===== config.mk =====
export PLATFORM = sky130hd
export DESIGN_NAME = timed_event_queue_core
export DESIGN_NICKNAME = d
export VERILOG_FILES = /design/src/sv/teq_pkg.sv /design/src/sv/timed_event_queue_core.sv
export SDC_FILE = /design/constraint.sdc
export NUM_CORES = 1
export LEC_CHECK = 0
export BUFFER_PORTS_ARGS = -buffer_cell sky130_fd_sc_hd__buf_2
export CORE_ASPECT_RATIO = 0.9
export CORE_UTILIZATION = 55
export DETAILED_ROUTE_END_ITERATION = 7
export PLACE_DENSITY = 0.8
export SYNTH_ARGS = -nofsm -noshare
export SYNTH_HDL_FRONTEND = slang
export SYNTH_SLANG_ARGS = --single-unit

===== constraint.sdc =====
create_clock -name clk_i -period 3.9 [get_ports clk_i]
set_input_delay 0.195 -clock clk_i [delete_from_list [all_inputs] [get_ports clk_i]]
set_output_delay 0.195 -clock clk_i [all_outputs]
set_load 0.005 [all_outputs]

===== src/sv/teq_pkg.sv =====
// Package for the timed event queue: word layouts, request and status codes,
// and sequencer states. Used by timed_event_queue_core.
package teq_pkg;

  localparam int unsigned TIME_W   = 31;
  localparam int unsigned HANDLE_W = 16;
  localparam int unsigned KIND_W   = 2;
  localparam int unsigned STATUS_W = 3;
  localparam int unsigned HELD_W   = 5;

  typedef enum logic [KIND_W-1:0] {
    KIND_INSERT = 2'd0,
    KIND_POP    = 2'd1,
    KIND_REMOVE = 2'd2
  } kind_e;

  typedef enum logic [STATUS_W-1:0] {
    ST_OK      = 3'd0,
    ST_EMPTY   = 3'd1,
    ST_FULL    = 3'd2,
    ST_DUP     = 3'd3,
    ST_MISSING = 3'd4
  } status_e;

  typedef enum logic [3:0] {
    S_IDLE,
    S_DUP_RD,
    S_DUP_CHK,
    S_INS_RD,
    S_INS_CHK,
    S_FIND_RD,
    S_FIND_CHK,
    S_SHIFT_RD,
    S_SHIFT_WR,
    S_RESP
  } state_e;

  // register indexes on the APB port
  localparam int unsigned REG_DROP_DUP = 0;

  typedef struct packed {
    logic [KIND_W-1:0]   kind;
    logic [TIME_W-1:0]   event_time;
    logic [HANDLE_W-1:0] event_handle;
  } in_word_t;

  typedef struct packed {
    logic [STATUS_W-1:0] status;
    logic [TIME_W-1:0]   out_time;
    logic [HANDLE_W-1:0] out_handle;
    logic [HELD_W-1:0]   entries_held;
  } out_word_t;

endpackage


===== src/sv/timed_event_queue_core.sv =====
// Timed event queue top level: sorted slot memory walked by a small sequencer.
// Depends on teq_pkg for word layouts, codes and states.

// The queue holds up to QUEUE_DEPTH events in one single-port-read memory,
// sorted by time with slot 0 earliest; equal times keep insertion order.
// One request is taken at a time: in_stall_o is high from acceptance until
// the result word is loaded into the output register, and the next request
// can be taken in the cycle after that. Every step reads one slot (registered
// read) and compares it in one shared compare unit, so cost grows with the
// slots walked. An insert walks from the tail toward its slot, moving each
// later event up one slot, after a scan of every held slot for an equal time
// when duplicate-time dropping is on; a dropped duplicate answers at the
// match. A pop and a remove walk every held slot, whether or not the handle
// is found. An insert into a full queue and an unused request go straight to
// the response, and a pop of an empty queue reads no slot. No clearing pass
// follows reset.
module timed_event_queue_core #(
  parameter int unsigned QUEUE_DEPTH = 16,
  parameter int unsigned HANDLE_BITS = 16
) (
  input  logic                clk_i,
  input  logic                rst_ni,
  input  logic                in_valid_i,
  output logic                in_stall_o,
  input  teq_pkg::in_word_t   in_word_i,
  output logic                out_valid_o,
  input  logic                out_stall_i,
  output teq_pkg::out_word_t  out_word_o,
  input  logic                psel,
  input  logic                penable,
  input  logic                pwrite,
  input  logic [2:0]          paddr,
  input  logic [31:0]         pwdata,
  output logic [31:0]         prdata,
  output logic                pready
);

  localparam int unsigned AW = $clog2(QUEUE_DEPTH);
  localparam int unsigned CW = $clog2(QUEUE_DEPTH + 1);

  typedef struct packed {
    logic [teq_pkg::TIME_W-1:0] t;
    logic [HANDLE_BITS-1:0]     h;
  } entry_t;

  // slot memory
  entry_t mem [QUEUE_DEPTH];
  entry_t rd_q;
  logic   mem_we, mem_re;
  logic [AW-1:0] mem_wa, mem_ra;
  entry_t mem_wd;

  teq_pkg::state_e state_q, state_d;
  logic [CW-1:0] occ_q, occ_d, idx_q, idx_d, idx_m1, idx_p1;
  logic [teq_pkg::KIND_W-1:0] kind_q;
  logic [teq_pkg::TIME_W-1:0] t_q;
  logic [HANDLE_BITS-1:0] h_q;
  teq_pkg::status_e status_q, status_d;
  logic [teq_pkg::TIME_W-1:0] ot_q, ot_d;
  logic [HANDLE_BITS-1:0] oh_q, oh_d;
  logic drop_q;
  logic out_valid_q;
  teq_pkg::out_word_t out_q;

  logic in_acc, resp_free, cfg_wr;
  logic [31:0] h_in_ext, oh_ext;
  logic full, is_pop;
  logic time_gt, time_eq, handle_eq;

  assign in_acc    = in_valid_i && !in_stall_o;
  assign resp_free = !out_valid_q || !out_stall_i;
  assign in_stall_o = (state_q != teq_pkg::S_IDLE);
  assign idx_m1 = idx_q - CW'(1);
  assign idx_p1 = idx_q + CW'(1);
  assign full   = (occ_q == CW'(QUEUE_DEPTH));
  assign is_pop = (kind_q == teq_pkg::KIND_POP);
  assign h_in_ext = 32'(in_word_i.event_handle);
  assign oh_ext   = 32'(oh_q);

  // shared compare unit on the slot just read
  assign time_gt   = (rd_q.t > t_q);
  assign time_eq   = (rd_q.t == t_q);
  assign handle_eq = (rd_q.h == h_q);

  // APB register
  assign cfg_wr = psel && penable && pwrite && pready;
  assign pready = 1'b1;
  assign prdata = {31'd0, drop_q};

  always_ff @(posedge clk_i or negedge rst_ni) begin
    if (!rst_ni) begin
      drop_q <= 1'b0;
    end else if (cfg_wr && (32'(paddr[2]) == teq_pkg::REG_DROP_DUP)) begin
      drop_q <= pwdata[0];
    end
  end

  // next state
  always_comb begin
    state_d = state_q;
    unique case (state_q)
      teq_pkg::S_IDLE: begin
        if (in_acc) begin
          priority if (in_word_i.kind == teq_pkg::KIND_INSERT) begin
            if (full) state_d = teq_pkg::S_RESP;
            else if (drop_q) state_d = teq_pkg::S_DUP_RD;
            else state_d = teq_pkg::S_INS_RD;
          end else if (in_word_i.kind == teq_pkg::KIND_POP ||
                       in_word_i.kind == teq_pkg::KIND_REMOVE) begin
            state_d = teq_pkg::S_FIND_RD;
          end else begin
            state_d = teq_pkg::S_RESP;
          end
        end
      end
      teq_pkg::S_DUP_RD:
        state_d = (idx_q == occ_q) ? teq_pkg::S_INS_RD : teq_pkg::S_DUP_CHK;
      teq_pkg::S_DUP_CHK:
        state_d = time_eq ? teq_pkg::S_RESP : teq_pkg::S_DUP_RD;
      teq_pkg::S_INS_RD:
        state_d = (idx_q == '0) ? teq_pkg::S_RESP : teq_pkg::S_INS_CHK;
      teq_pkg::S_INS_CHK:
        state_d = time_gt ? teq_pkg::S_INS_RD : teq_pkg::S_RESP;
      teq_pkg::S_FIND_RD:
        state_d = (idx_q == occ_q) ? teq_pkg::S_RESP : teq_pkg::S_FIND_CHK;
      teq_pkg::S_FIND_CHK:
        state_d = (is_pop || handle_eq) ? teq_pkg::S_SHIFT_RD : teq_pkg::S_FIND_RD;
      teq_pkg::S_SHIFT_RD:
        state_d = (idx_p1 == occ_q) ? teq_pkg::S_RESP : teq_pkg::S_SHIFT_WR;
      teq_pkg::S_SHIFT_WR:
        state_d = teq_pkg::S_SHIFT_RD;
      teq_pkg::S_RESP:
        if (resp_free) state_d = teq_pkg::S_IDLE;
      default: state_d = teq_pkg::S_IDLE;
    endcase
  end

  // datapath control
  always_comb begin
    idx_d    = idx_q;
    occ_d    = occ_q;
    status_d = status_q;
    ot_d     = ot_q;
    oh_d     = oh_q;
    mem_we   = 1'b0;
    mem_wa   = idx_q[AW-1:0];
    mem_wd   = '{t: t_q, h: h_q};
    mem_re   = 1'b0;
    mem_ra   = idx_q[AW-1:0];
    unique case (state_q)
      teq_pkg::S_IDLE: begin
        if (in_acc) begin
          ot_d     = '0;
          oh_d     = '0;
          status_d = teq_pkg::ST_OK;
          priority if (in_word_i.kind == teq_pkg::KIND_INSERT) begin
            if (full) status_d = teq_pkg::ST_FULL;
            idx_d = drop_q ? '0 : occ_q;
          end else if (in_word_i.kind == teq_pkg::KIND_POP) begin
            status_d = teq_pkg::ST_EMPTY;
            idx_d    = '0;
          end else if (in_word_i.kind == teq_pkg::KIND_REMOVE) begin
            status_d = teq_pkg::ST_MISSING;
            idx_d    = '0;
          end else begin
            idx_d = '0;
          end
        end
      end
      teq_pkg::S_DUP_RD: begin
        if (idx_q == occ_q) begin
          idx_d = occ_q;
        end else begin
          mem_re = 1'b1;
        end
      end
      teq_pkg::S_DUP_CHK: begin
        if (time_eq) status_d = teq_pkg::ST_DUP;
        else idx_d = idx_p1;
      end
      teq_pkg::S_INS_RD: begin
        if (idx_q == '0) begin
          // new event becomes the head
          mem_we = 1'b1;
          occ_d  = occ_q + CW'(1);
        end else begin
          mem_re = 1'b1;
          mem_ra = idx_m1[AW-1:0];
        end
      end
      teq_pkg::S_INS_CHK: begin
        mem_we = 1'b1;
        if (time_gt) begin
          // move the later event up one slot
          mem_wd = rd_q;
          idx_d  = idx_m1;
        end else begin
          occ_d = occ_q + CW'(1);
        end
      end
      teq_pkg::S_FIND_RD: begin
        if (idx_q != occ_q) mem_re = 1'b1;
      end
      teq_pkg::S_FIND_CHK: begin
        if (is_pop || handle_eq) begin
          status_d = teq_pkg::ST_OK;
          if (is_pop) begin
            ot_d = rd_q.t;
            oh_d = rd_q.h;
          end
        end else begin
          idx_d = idx_p1;
        end
      end
      teq_pkg::S_SHIFT_RD: begin
        if (idx_p1 == occ_q) begin
          occ_d = occ_q - CW'(1);
        end else begin
          mem_re = 1'b1;
          mem_ra = idx_p1[AW-1:0];
        end
      end
      teq_pkg::S_SHIFT_WR: begin
        // close the gap left by the removed event
        mem_we = 1'b1;
        mem_wd = rd_q;
        idx_d  = idx_p1;
      end
      teq_pkg::S_RESP: ;
      default: ;
    endcase
  end

  always_ff @(posedge clk_i) begin
    if (mem_we) mem[mem_wa] <= mem_wd;
    if (mem_re) rd_q <= mem[mem_ra];
  end

  always_ff @(posedge clk_i) begin
    if (in_acc) begin
      kind_q <= in_word_i.kind;
      t_q    <= in_word_i.event_time;
      h_q    <= h_in_ext[HANDLE_BITS-1:0];
    end
    idx_q    <= idx_d;
    status_q <= status_d;
    ot_q     <= ot_d;
    oh_q     <= oh_d;
    if (state_q == teq_pkg::S_RESP && resp_free) begin
      out_q.status       <= status_q;
      out_q.out_time     <= ot_q;
      out_q.out_handle   <= oh_ext[teq_pkg::HANDLE_W-1:0];
      out_q.entries_held <= teq_pkg::HELD_W'(occ_q);
    end
  end

  always_ff @(posedge clk_i or negedge rst_ni) begin
    if (!rst_ni) begin
      state_q     <= teq_pkg::S_IDLE;
      occ_q       <= '0;
      out_valid_q <= 1'b0;
    end else begin
      state_q <= state_d;
      occ_q   <= occ_d;
      if (state_q == teq_pkg::S_RESP && resp_free) out_valid_q <= 1'b1;
      else if (!out_stall_i) out_valid_q <= 1'b0;
    end
  end

  assign out_valid_o = out_valid_q;
  assign out_word_o  = out_q;

  // checks
  a_occ_bound: assert property (@(posedge clk_i) disable iff (!rst_ni)
    occ_q <= CW'(QUEUE_DEPTH))
    else $error("occupancy beyond queue depth");

  a_occ_step: assert property (@(posedge clk_i) disable iff (!rst_ni)
    (occ_q != $past(occ_q)) |->
      (occ_q == $past(occ_q) + CW'(1) || occ_q == $past(occ_q) - CW'(1)))
    else $error("occupancy moved by more than one");

  a_wr_in_range: assert property (@(posedge clk_i) disable iff (!rst_ni)
    mem_we |-> (CW'(mem_wa) <= occ_q))
    else $error("slot write outside the held range");

  a_zero_fields: assert property (@(posedge clk_i) disable iff (!rst_ni)
    (out_valid_o && out_word_o.status != teq_pkg::ST_OK) |->
      (out_word_o.out_time == '0 && out_word_o.out_handle == '0))
    else $error("failed request carries event fields");

endmodule


==> metrics.md <==
| Metric | Value |
|---|---|
| Core ar. | `roughly 71000 µm²` |
| Ys flop type | `edfxtp_1` |
| Synth Area in Adders | `1.38%` |
| Slew Limit Headroom | `31.8%` |
| Area growth syn-to-layout | `16.1%` |
| Die H | `256 µm` |
| DRC | `0` |
| Startpoint Class | `flip-flop` |
| Synth area leaders | `edfxtp_1, nand2_1, mux2i_1` |
| Clk network pwr share | `23.0%` |
| Largest net degree at the start of global routing | `between 50 and 60` |
| Cell taking the most area after synthesis | `edfxtp_1` |
| Fmax | `264 MHz` |
| Initial antenna violation count | `1` |
| Final hold violations | `0` |
| Num Clock Sinks | `a little under 1k` |
| FF/Latch Area | `29000 µm²` |
| CTS tree | `built` |
| Design area | `45900 µm²` |
| Placed inst area | `42100 µm²` |
| Combinational Power Share | `40.8%` |
| Netlist cell types | `64` |
| Switching share of power | `37.9%` |
| Setup TNS | `0 ps` |
| Ys Warns | `0` |
| I/O pin total | `181` |
| ANT nets after route | `0` |
| WHS | `237 ps` |
| Cells after Synth | `approximately 2.8k` |
| DRT iter0 DRCs | `about 2.9k` |
| TritonCTS buffer count | `93` |
| Final Routed Wirelength | `97600 µm` |
| Minimum clock period | `3790 ps` |
| Fillers | `4652` |
| Status | `complete, no violations` |
| Overall power | `40.4 mW` |
| Top-area cell type share of the netlist area | `between 70 and 80%` |
| CTS clk-pin slew, worst paths | `60 ps` |
| Worst Tran Pin Value | `1010 ps` |
| First-pass GRT wire length | `145000 µm` |
| Die Area | `~73000 µm²` |
| Share of cells above drive strength 1 | `15.2%` |
| Maximum vdd ir drop | `0.000865 V` |
| Part of the power in registers | `36.3%` |
| Final period util | `97.1%` |
| Vias in the first global route | `around 25k` |
| Cell with the most instances after synthesis | `edfxtp_1` |
| H-tree Lvls | `3` |
| Crit path DAT | `4180 ps` |
| DR vias | `around 25k` |
| Xor and xnor area share after synthesis | `0.639%` |
| DIE WIDTH | `~280 µm` |
| Remaining Overflow, GRT | `0` |
| Sequential fraction of the synthesis area | `73.4%` |
| TritonRoute pass-1 iters | `8` |
| Asr flop ratio synth | `between 1 and 1.5%` |
| Largest family of logic cells by synthesized area | `simple AND/OR/NAND/NOR gates` |
| Seq cells post-synth | `969` |
| Skew-Pair Late Insertion Delay | `between 600 and 700 ps` |
| CP Capture Type | `flip-flop` |
| Critical path class | `reg -> reg` |
| Mapped Area | `39500 µm²` |
| Final setup violation count | `0` |
| Worst clock skew | `31.3 ps` |
| Multiplexer share of the synthesized area | `slightly below 5%` |
| Fin nets | `about 3.2k` |
| Final Max Slew Viols | `0` |
| EDFF count, synth | `958` |
| Hold Path Class | `in -> reg` |
| Mean Syn Cell Area | `14.1 µm²` |
| Simple-Gate Fraction of Synth Area | `12.0%` |
| Required time of the critical path | `4290 ps` |
| Placer Congestion | `0.881` |
| Multi-input logic area | `9680 µm²` |
| Clock Tree Buf Depth | `3` |
| Max-cap viol count | `0` |
| Critical Path Fanout Max | `40` |
| Net Switching | `15.3 mW` |
| Fraction of the mapped netlist area in compound gates | `4.78%` |
| Dpl hpwl | `54600 µm` |
| WL per Instance | `approximately 24 µm` |
| Vias per cell | `6.12` |
| Root buffer cell | `clkbuf_16` |
| Row cnt | `92` |
| Synth top cells by count | `edfxtp_1, nand2_1, nand3_1, mux2i_1, clkbuf_1` |
| Gr usage total | `26.4%` |
| Initial Utilization | `a little under three fifths` |
| Pint | `25.1 mW` |
| PwrDens | `879 nW/µm²` |
| Leakage | `16.7 nW` |
| IO Port Bufs | `115` |
## sequential cells by signal, indices dropped and copies added (netlist names)
register / flops
mem: 752
out_word_o: 55
rd_q: 47
ot_q: 31
t_q: 31
h_q: 16
oh_q: 16
idx_q: 5
occ_q: 5
state_q: 4
status_q: 3
kind_q: 2
drop_q: 1
out_valid_o: 1
## routing by layer
metal  wire length, µm  up-vias  global-route usage, %
met5                 0        -                      0
li1                  -    10814                      -
met3              9890      292                   4.19
met4              4170        0                   11.5
met2             47700     1564                   43.9
met1             35900    12203                   34.7
## final timing paths
| path | start | endpoint | slack [ps] | depth (start not counted) |
|---|---|---|---|---|
| min reg2reg | ot_q[18] | out_word_o[39] | 410 | 0 |
| max reg2reg | idx_q[1] | rd_q[34] | 110 | 12 |
| max in group asynchronous | rst_ni | state_q[1] | 2890 | 3 |
| max | idx_q[1] | rd_q[34] | 110 | 12 |
| min in group asynchronous | rst_ni | occ_q[3] | 630 | 3 |
| min | in_word_i[10] | h_q[10] | 240 | 2 |
## final cells by class
| cell class | instances | area share, % |
|---|---|---|
| sequential | 969 | 63.3 |
| multi-input combinational | 1636 | 21.1 |
| timing repair buffer | 299 | 5.83 |
| clock buffer | 109 | 5.29 |
| tap | 940 | 2.56 |
| clock inverter | 64 | 1.59 |
| inverter | 47 | 0.384 |
| antenna | 1 | 0.00545 |
## what timing repair did
action | in CTS | in global routing
endpoints found under the hold margin | 67 | 0
endpoints found under the setup margin | 0 | 43
buffers inserted | 0 | 9
hold buffers | 55 | 0
gates resized for setup | 0 | 5
## per-stage QoR
stage | setup slack (ps) | std cells | util [%]
after floorplan | 56.8 | 2844 | -
after global placement | 245 | 3825 | 59.6
after detailed placement | 138 | 3825 | 59.6
after CTS | 70.7 | 4053 | 64.9
after global routing | -11.3 | 4064 | 65.1
final | 112 | 4065 | 65.1
## critical path, stage by stage (launching register included)
cell      delay (ps)
edfxtp_1         490
inv_1            180
ha_2             270
nor4b_4          410
or3_4            260
o21ai_1          220
nor3_4           390
buf_12           240
buf_12           250
mux2i_1          280
mux2i_1          120
o211ai_1         220
o221ai_1         150
## cell families after synthesis
group | Yosys count
simple gates | 1085
flops | 969
compound gates | 258
buf+inv | 240
mux | 189
fa+ha+maj | 43
xor+xnor | 28
other cells | 2
## layout by cell type, fill, tap and decap left out, drive strengths merged, types with 14 or more instances in the layout
cell         instances
a21o                15
a21oi               27
a31oi               47
and2                63
buf                243
bufinv              14
clkbuf             110
clkinv              47
conb                32
dlygate4sd3         55
edfxtp             958
ha                  42
inv                 48
mux2                48
mux2i              141
nand2              679
nand3              245
nor2                34
o211ai              47
o21ai               25
o221ai              42
xor2                20
## power groups by stage
stage	logic [mW]	clock network, mW	registers, mW
3_3_place_gp	15.1	0	14.8
5_1_grt	17.6	9.72	14.7
2_1_floorplan	10.4	0	14.5
6_report	16.5	9.26	14.6
3_5_place_dp	15.7	0	14.8
4_1_cts	16.0	9.33	14.6
No activity file was read; power rests on OpenSTA's default activity.
